--- src/ptu_pkg.sv ---
// Shared constants and types for the planar tile unpacker.
// Used by the pixel lanes, the group merge stage and the top level.
package ptu_pkg;

  localparam int SubtilesAcross      = 2;
  localparam int SubtilesDown        = 3;
  localparam int SubtileLines        = 16;
  localparam int SubtilePixelsAcross = 32;
  localparam int BlockPixels         = 8;
  localparam int BlocksPerRow        = SubtilePixelsAcross / BlockPixels;
  localparam int BlockIdxWidth       = $clog2(BlocksPerRow);
  localparam int TilePixelsAcross    = SubtilesAcross * SubtilePixelsAcross;
  localparam int PlaneCount          = 4;
  localparam int IndexWidth          = 12;
  localparam int PixelWidth          = 8;
  localparam int GroupWidth          = BlockPixels * PixelWidth;
  localparam int InDataWidth         = 168;
  localparam int OutDataWidth        = 80;
  localparam int OutUserWidth        = 2;

  localparam logic [PixelWidth-1:0] TransparentPixel = 8'hFF;
  localparam logic [BlockIdxWidth-1:0] LastBlock = BlockIdxWidth'(BlocksPerRow - 1);

  // Per-result status that rides along with each pixel group
  typedef struct packed {
    logic tile_done;
    logic all_transparent;
    logic last_of_run;
  } ptu_flags_t;

endpackage

--- src/ptu_pixel_lane.sv ---
// One pixel lane: turns a mask bit and four plane bits into a chunky pixel.
// Depends on ptu_pkg.
module ptu_pixel_lane (
  input  logic                                    mask_bit_i,
  input  logic [ptu_pkg::PlaneCount-1:0]          plane_bits_i,
  output logic [ptu_pkg::PixelWidth-1:0]          pixel_o,
  output logic                                    opaque_o
);
  import ptu_pkg::*;

  always_comb begin
    if (mask_bit_i) begin
      pixel_o = TransparentPixel;
    end else begin
      pixel_o = {{(PixelWidth - PlaneCount){1'b0}}, plane_bits_i};
    end
  end

  assign opaque_o = ~mask_bit_i;

endmodule

--- src/ptu_group_merge.sv ---
// Merge stage: gathers the lane pixels into one group and holds the result
// register that drives the output stream. Depends on ptu_pkg.
module ptu_group_merge (
  input  logic                                         clk_i,
  input  logic                                         rst_ni,
  input  logic                                         valid_i,
  output logic                                         ready_o,
  input  logic [ptu_pkg::BlockPixels-1:0][ptu_pkg::PixelWidth-1:0] pixels_i,
  input  logic [ptu_pkg::BlockPixels-1:0]              opaque_i,
  input  logic [ptu_pkg::IndexWidth-1:0]               index_i,
  input  ptu_pkg::ptu_flags_t                          flags_i,
  output logic                                         block_opaque_o,
  output logic                                         m_axis_tvalid,
  input  logic                                         m_axis_tready,
  // tdata: pixel_index [11:0], pixel_group [75:12], zero fill [79:76]
  output logic [ptu_pkg::OutDataWidth-1:0]             m_axis_tdata,
  // tuser: tile_done [0], all_transparent [1]
  output logic [ptu_pkg::OutUserWidth-1:0]             m_axis_tuser,
  output logic                                         m_axis_tlast
);
  import ptu_pkg::*;

  logic                    valid_q;
  logic [IndexWidth-1:0]   index_q;
  logic [GroupWidth-1:0]   group_q;
  ptu_flags_t              flags_q;
  logic [GroupWidth-1:0]   group_d;

  assign ready_o        = ~valid_q | m_axis_tready;
  assign block_opaque_o = |opaque_i;

  // Leftmost pixel lands in the low byte
  always_comb begin
    for (int i = 0; i < BlockPixels; i++) begin
      group_d[i*PixelWidth +: PixelWidth] = pixels_i[i];
    end
  end

  always_ff @(posedge clk_i or negedge rst_ni) begin
    if (!rst_ni) begin
      valid_q <= 1'b0;
    end else if (ready_o) begin
      valid_q <= valid_i;
    end
  end

  always_ff @(posedge clk_i) begin
    if (ready_o && valid_i) begin
      index_q <= index_i;
      group_q <= group_d;
      flags_q <= flags_i;
    end
  end

  assign m_axis_tvalid = valid_q;
  assign m_axis_tdata  = {{(OutDataWidth - GroupWidth - IndexWidth){1'b0}}, group_q, index_q};
  assign m_axis_tuser  = {flags_q.all_transparent, flags_q.tile_done};
  assign m_axis_tlast  = flags_q.last_of_run;

endmodule

--- src/planar_tile_unpacker_core.sv ---
// Top level of the planar tile unpacker: row holding stage, eight pixel lanes
// and the group merge stage. Depends on ptu_pkg, ptu_pixel_lane, ptu_group_merge.
//
// Each input transfer carries one 32-pixel subtile row (mask plus four bit
// planes) and produces four output transfers of eight 8-bit pixels, left block
// first; a masked pixel reads 255. Eight lanes convert one block per cycle
// while the output register accepts, and a new row is taken in the cycle its fourth block
// moves into the output register. The output register decouples the two sides:
// one finished group may wait on m_axis_tready while the next is prepared.
// tlast marks the fourth group of every row; on a row with s_axis_tlast set,
// tuser reports tile done and whether the whole tile was transparent, and the
// transparency tracking restarts for the next tile. A row is registered in the holding
// stage before its groups are registered in the output register.
module planar_tile_unpacker_core (
  input  logic                                   clk_i,
  input  logic                                   rst_ni,
  input  logic                                   s_axis_tvalid,
  output logic                                   s_axis_tready,
  // tdata: subtile_col [0], subtile_row [2:1], line_number [6:3],
  //        mask_bits [38:7], plane_zero [70:39], plane_one [102:71],
  //        plane_two [134:103], plane_three [166:135], zero fill [167]
  input  logic [ptu_pkg::InDataWidth-1:0]        s_axis_tdata,
  input  logic                                   s_axis_tlast,
  output logic                                   m_axis_tvalid,
  input  logic                                   m_axis_tready,
  // tdata: pixel_index [11:0], pixel_group [75:12], zero fill [79:76]
  output logic [ptu_pkg::OutDataWidth-1:0]       m_axis_tdata,
  // tuser: tile_done [0], all_transparent [1]
  output logic [ptu_pkg::OutUserWidth-1:0]       m_axis_tuser,
  output logic                                   m_axis_tlast
);
  import ptu_pkg::*;

  // Unpacked input fields
  logic                  in_col;
  logic [1:0]            in_row;
  logic [3:0]            in_line;
  logic [31:0]           in_mask;
  logic [PlaneCount-1:0][31:0] in_planes;

  assign in_col       = s_axis_tdata[0];
  assign in_row       = s_axis_tdata[2:1];
  assign in_line      = s_axis_tdata[6:3];
  assign in_mask      = s_axis_tdata[38:7];
  assign in_planes[0] = s_axis_tdata[70:39];
  assign in_planes[1] = s_axis_tdata[102:71];
  assign in_planes[2] = s_axis_tdata[134:103];
  assign in_planes[3] = s_axis_tdata[166:135];

  // Row holding stage
  logic                        hold_valid_q;
  logic [BlockIdxWidth-1:0]    blk_q;
  logic [IndexWidth-1:0]       base_q;
  logic [IndexWidth-1:0]       base_d;
  logic [31:0]                 mask_q;
  logic [PlaneCount-1:0][31:0] planes_q;
  logic                        done_q;
  logic                        clear_q;
  logic                        clear_d;

  logic                        in_xfer;
  logic                        merge_ready;
  logic                        advance;
  logic                        last_blk;

  assign advance       = hold_valid_q & merge_ready;
  assign last_blk      = (blk_q == LastBlock);
  assign s_axis_tready = ~hold_valid_q | (advance & last_blk);
  assign in_xfer       = s_axis_tvalid & s_axis_tready;

  // Tile index of the row's first pixel, saturated position, wraps at 12 bits
  logic [IndexWidth-1:0] col_sat, row_sat, line_sat, row_flip, line_flip;

  always_comb begin
    col_sat  = (IndexWidth'(in_col) >= IndexWidth'(SubtilesAcross)) ?
               IndexWidth'(SubtilesAcross - 1) : IndexWidth'(in_col);
    row_sat  = (IndexWidth'(in_row) >= IndexWidth'(SubtilesDown)) ?
               IndexWidth'(SubtilesDown - 1) : IndexWidth'(in_row);
    line_sat = (IndexWidth'(in_line) >= IndexWidth'(SubtileLines)) ?
               IndexWidth'(SubtileLines - 1) : IndexWidth'(in_line);
    row_flip  = IndexWidth'(SubtilesDown - 1) - row_sat;
    line_flip = IndexWidth'(SubtileLines - 1) - line_sat;
    base_d = (row_flip * IndexWidth'(SubtileLines) + line_flip)
             * IndexWidth'(TilePixelsAcross)
             + col_sat * IndexWidth'(SubtilePixelsAcross);
  end

  always_ff @(posedge clk_i or negedge rst_ni) begin
    if (!rst_ni) begin
      hold_valid_q <= 1'b0;
      blk_q        <= '0;
      clear_q      <= 1'b1;
    end else begin
      if (in_xfer) begin
        hold_valid_q <= 1'b1;
        blk_q        <= '0;
      end else if (advance) begin
        blk_q <= blk_q + 1'b1;
        if (last_blk) begin
          hold_valid_q <= 1'b0;
        end
      end
      if (advance) begin
        clear_q <= clear_d;
      end
    end
  end

  always_ff @(posedge clk_i) begin
    if (in_xfer) begin
      base_q   <= base_d;
      mask_q   <= in_mask;
      planes_q <= in_planes;
      done_q   <= s_axis_tlast;
    end
  end

  // Current block bytes
  logic [4:0]                          byte_sel;
  logic [BlockPixels-1:0]              blk_mask;
  logic [PlaneCount-1:0][BlockPixels-1:0] blk_planes;

  assign byte_sel = {blk_q, 3'b000};

  always_comb begin
    blk_mask = mask_q[byte_sel +: BlockPixels];
    for (int p = 0; p < PlaneCount; p++) begin
      blk_planes[p] = planes_q[p][byte_sel +: BlockPixels];
    end
  end

  // Pixel lanes: lane i takes bit 7-i of the block byte
  logic [BlockPixels-1:0][PixelWidth-1:0] lane_pixels;
  logic [BlockPixels-1:0]                 lane_opaque;

  for (genvar i = 0; i < BlockPixels; i++) begin : g_lane
    logic [PlaneCount-1:0] lane_planes;
    for (genvar p = 0; p < PlaneCount; p++) begin : g_bit
      assign lane_planes[p] = blk_planes[p][BlockPixels-1-i];
    end
    ptu_pixel_lane u_lane (
      .mask_bit_i   (blk_mask[BlockPixels-1-i]),
      .plane_bits_i (lane_planes),
      .pixel_o      (lane_pixels[i]),
      .opaque_o     (lane_opaque[i])
    );
  end

  // Result flags and running transparency
  logic        block_opaque;
  logic        clear_run;
  logic        tile_end;
  ptu_flags_t  flags;
  logic [IndexWidth-1:0] blk_index;

  assign clear_run = clear_q & ~block_opaque;
  assign tile_end  = last_blk & done_q;
  assign clear_d   = tile_end ? 1'b1 : clear_run;
  assign blk_index = base_q + IndexWidth'(blk_q) * IndexWidth'(BlockPixels);

  always_comb begin
    flags.tile_done       = tile_end;
    flags.all_transparent = tile_end & clear_run;
    flags.last_of_run     = last_blk;
  end

  ptu_group_merge u_merge (
    .clk_i          (clk_i),
    .rst_ni         (rst_ni),
    .valid_i        (hold_valid_q),
    .ready_o        (merge_ready),
    .pixels_i       (lane_pixels),
    .opaque_i       (lane_opaque),
    .index_i        (blk_index),
    .flags_i        (flags),
    .block_opaque_o (block_opaque),
    .m_axis_tvalid  (m_axis_tvalid),
    .m_axis_tready  (m_axis_tready),
    .m_axis_tdata   (m_axis_tdata),
    .m_axis_tuser   (m_axis_tuser),
    .m_axis_tlast   (m_axis_tlast)
  );

  // A tile end is only reported on the last group of a row
  a_done_on_last: assert property (@(posedge clk_i) disable iff (!rst_ni)
    m_axis_tvalid && m_axis_tuser[0] |-> m_axis_tlast)
    else $error("tile_done without last_of_run");

  // Transparency is only reported together with tile end
  a_transp_with_done: assert property (@(posedge clk_i) disable iff (!rst_ni)
    m_axis_tvalid && m_axis_tuser[1] |-> m_axis_tuser[0])
    else $error("all_transparent without tile_done");

  // A fresh row occupies the holding stage for at least the next cycle
  a_row_holds: assert property (@(posedge clk_i) disable iff (!rst_ni)
    s_axis_tvalid && s_axis_tready |=> !s_axis_tready)
    else $error("new row taken before current row drained");

  // Rows leave the holding stage only after their last block advanced
  a_row_drain: assert property (@(posedge clk_i) disable iff (!rst_ni)
    hold_valid_q && !(advance && last_blk) |=> hold_valid_q)
    else $error("row dropped before all blocks sent");

endmodule

--- config.mk ---
export PLATFORM = sky130hd
export DESIGN_NAME = planar_tile_unpacker_core
export DESIGN_NICKNAME = d
export VERILOG_FILES = /design/src/ptu_pkg.sv /design/src/ptu_pixel_lane.sv /design/src/ptu_group_merge.sv /design/src/planar_tile_unpacker_core.sv
export SDC_FILE = /design/constraint.sdc
export NUM_CORES = 1
export LEC_CHECK = 0
export BUFFER_PORTS_ARGS = -buffer_cell sky130_fd_sc_hd__buf_2
export CORE_MARGIN = 2
export CORE_UTILIZATION = 50
export CTS_CLUSTER_DIAMETER = 120
export DETAILED_ROUTE_END_ITERATION = 10
export PLACE_DENSITY = 0.77
export SLEW_MARGIN = 10
export SYNTH_ARGS = -nofsm -noshare
export SYNTH_HDL_FRONTEND = slang
export SYNTH_HIERARCHICAL = 1
export SYNTH_SLANG_ARGS = --single-unit
--- constraint.sdc ---
create_clock -name clk_i -period 6.35 [get_ports clk_i]
set_clock_uncertainty 0.15 [all_clocks]
set_input_delay 1.27 -clock clk_i [delete_from_list [all_inputs] [get_ports clk_i]]
set_output_delay 1.27 -clock clk_i [all_outputs]
set_load 0.03 [all_outputs]
==> metrics.md <==
| Metric | Value |
|---|---|
| Outcome | finished, final reports clean |
| Cts repair resizes | 0 |
| Reg2Reg Depth | 6 |
| Final setup vio count | 0 |
| Gpl congestion | 0.7646 |
| Yosys reg bits | 252 |
| Worst setup EP type | primary output |
| Initial Utilization | 0.5126 |
| Worst endpoint required time | 4.93 ns |
| HPWL Detailed | 11,240 um |
| Max Root-Sink Buffers | 3 |
| Die W | 139.9 um |
| Clock slew at reported path FFs | 0.06 ns |
| CTS buffer count | 26 |
| HP Class | flop to flop |
| Worst setup margin | 3.052 ns |
| Leakage power | 4.240 nW |
| Int Power | 3.698 mW |
| Yosys cell types | 28 |
| Max stage delay on crit path | 0.20 ns |
| Critical Path Start Type | input pin |
| RSZ-0062 raised after global routing | false |
| Average routed wire per standard cell | 19.43 um |
| Clock latency at the later pin of the worst-skew pair | 0.51 ns |
| Inst Count DP | 852 |
| Rel. slew slack | 0.2461 |
| Final wirelength | 17,480 um |
| Core box area | 18,020 sq um |
| Postcts setup bufs | 0 |
| Vias per inst | 5.073 |
| CTS Hold Bufs | 0 |
| Synthesized area per cell | 22.64 sq um |
| Post-synth top area cell | edfxtp_1 |
| Worst R2R End | u_merge/m_axis_tuser[1] |
| Detailed-router iteration count before antenna repair | 4 |
| MaxCap Viol Count | 0 |
| Critical Path, Cell by Cell | buf_2 -> nand2b_4 -> nand2_1 -> nand2_1 -> buf_2 |
| Switching Share | 0.2917 |
| Mapped Area | 9239 sq um |
| Setup WS pre-CTS | 3.059 ns |
| Ports | 258 |
| CP Data Arrival Time | 1.88 ns |
| Via Count | 4,566 |
| Initial antenna violation count | 0 |
| # rows | 49 |
| First-pass GRT wire length | 26,540 um |
| Area Overhead vs Synth | 23.10% |
| Share of post-route cells with drive strength above 1 | 0.5112 |
| Final hold slack | 0.2694 ns |
| Clock Sinks | 252 |
| Worst Max-Slew Pin Slew | 1.131 ns |
| Period utilization | 0.5193 |
| Psw | 1.523 mW |
| Comb power frac | 0.247 |
| WS Path Type | input pin to primary output |
| Clock share of power | 0.304 |
| CTS tree | yes |
| Vert. Die Dim | 139.9 um |
| Hold Path Stages | 0 |
| Nets | 825 |
| CP max FO | 6 |
| Reg2reg setup slack | 3.65 ns |
| CTS H-tree lvls | 1 |
| Setup TNS | 0 ns |
| Ant. Diodes | 0 |
| Largest net degree at the start of global routing | 90 |
| Peak VDD IR | 0.3290 mV |
| Layout Cells excl Fill | 900 |
| Initial DRC Count | 208 |
| Pwr dens | 459.0 nW/um^2 |
| GRT overflow | 0 |
| Total track usage | 0.1764 |
| Antenna viol nets, final | 0 |
| Final slew viol count | 0 |
| Mapped Cells | 408 |
| Die area | 19,580 sq um |
| Vias in the first global route | 4,870 |
| Peak Freq | 303.3 MHz |
| Register area share after synthesis | 0.8165 |
| Hold Fails Final Rpt | 0 |
| Drt drc | 0 |
| Top-area cell type share of the netlist area | 0.8028 |
| Ranking of synthesized cells by area | edfxtp_1, mux4_2, buf_4, or2_1, dfrtp_1 |
| Hold wc startpoint | base_q[9] |
| Reg-to-reg critical path startpoint | blk_q[0] |
| CTS root buffer | clkbuf_16 |
| Synth warn | 6 |
| Tot Pwr | 5.221 mW |
| Fin crit period | 3.298 ns |
| Port bufs | 252 |
| Filler instances | 1,287 |
| Slowest CP cell | buf_2 |
| Sequential share of power | 0.448 |
| Worst Hold End | u_merge/index_q[9] |
-- cell usage after synthesis, drive strengths merged --
cell    number
nor2         1
nand2        6
dfstp        1
nor3b        1
conb         2
o21ai        1
ha           1
nor2b        1
mux2         1
mux2i        1
buf         45
edfxtp     247
mux4        40
nor4         2
a21oi        1
and2         2
a22o         1
or2         32
inv         13
nand3        1
clkbuf       1
dfrtp        4
nand2b       3
-- kinds of logic (layout without fill, tap and decap cells) --
family	count (synthesis)	after routing	share of synthesized area
buf+inv	59	317	0.04699
flops	252	252	0.8165
fa+ha+maj	1	1	0.001354
other cells	2	7	0.0008129
compound gates	3	3	0.002031
simple gates	49	49	0.03209
mux	42	42	0.1002
-- worst max-delay path by stage --
| stage | startpoint | endpoint | slack (ns) | cells after the start |
|---|---|---|---|---|
| global placement | m_axis_tready | s_axis_tready | 3.07 | 5 |
| CTS | m_axis_tready | s_axis_tready | 3.05 | 5 |
| floorplan | m_axis_tready | base_q[10] | 0.05 | 4 |
| global route | m_axis_tready | s_axis_tready | 3.01 | 5 |
| finish | m_axis_tready | s_axis_tready | 3.05 | 5 |
| detailed placement | m_axis_tready | s_axis_tready | 3.06 | 5 |
-- registers in the layout (all words and copies together) (netlist names) --
signal and cells:
base_q 7, blk_q 2, clear_q 1, done_q 1
hold_valid_q 1, mask_q 32, planes_q 128, u_merge/group_q 64
u_merge/index_q 12, u_merge/m_axis_tlast 1, u_merge/m_axis_tuser 2, u_merge/m_axis_tvalid 1
-- power by group through the flow --
stage	Clock [mW]	Sequential (mW)	Combinational (mW)
floorplan	0	2.74	0.764
global placement	0	2.36	1.30
detailed placement	0	2.38	1.32
CTS	1.62	2.34	1.32
global route	1.68	2.37	1.39
finish	1.59	2.34	1.29
-- layout by cell type (no fill, tap or decap), types with 3 or more instances in the layout --
cell,count
clkinv_2,4
clkinv_1,3
edfxtp_1,247
clkbuf_1,4
inv_1,13
buf_4,4
buf_2,252
clkbuf_16,27
conb_1,7
clkinv_4,3
or2_1,32
nand2_1,6
mux4_2,39
bufinv_16,5
-- layer usage --
| layer | vias up | share of wire | global-route usage | routed length [um] |
|---|---|---|---|---|
| li1 | 2055 | - | - | - |
| met1 | 2258 | 0.38 | 0.2245 | 6577 |
| met2 | 212 | 0.52 | 0.3037 | 9046 |
| met3 | 41 | 0.081 | 0.04718 | 1417 |
| met4 | 0 | 0.025 | 0.04789 | 442 |
| met5 | - | 0 | 0 | 0 |
-- layout make-up --
class | count | area, sq um | area share
Clock inverter | 17 | 222.7 | 0.01958
Timing Repair Buffer | 256 | 1291 | 0.1135
Inverter | 13 | 48.80 | 0.004290
Multi-Input combinational cell | 102 | 1285 | 0.1130
Sequential cell | 252 | 7548 | 0.6637
Tap cell | 229 | 286.5 | 0.02519
Clock buffer | 31 | 690.7 | 0.06073
-- per-stage QoR --
stage	util	instance area, sq um
after floorplan	-	9258
after global placement	0.5803	10460
after detailed placement	0.5803	10460
after CTS	0.6310	11370
after global routing	0.6310	11370
final	0.6310	11370
-- critical path, delay by kind of cell --
| family | cells | cell delay [ns] |
|---|---|---|
| buf+inv | 2 | 0.30 |
| simple gates | 3 | 0.31 |
No activity file was read; power rests on OpenSTA's default activity.
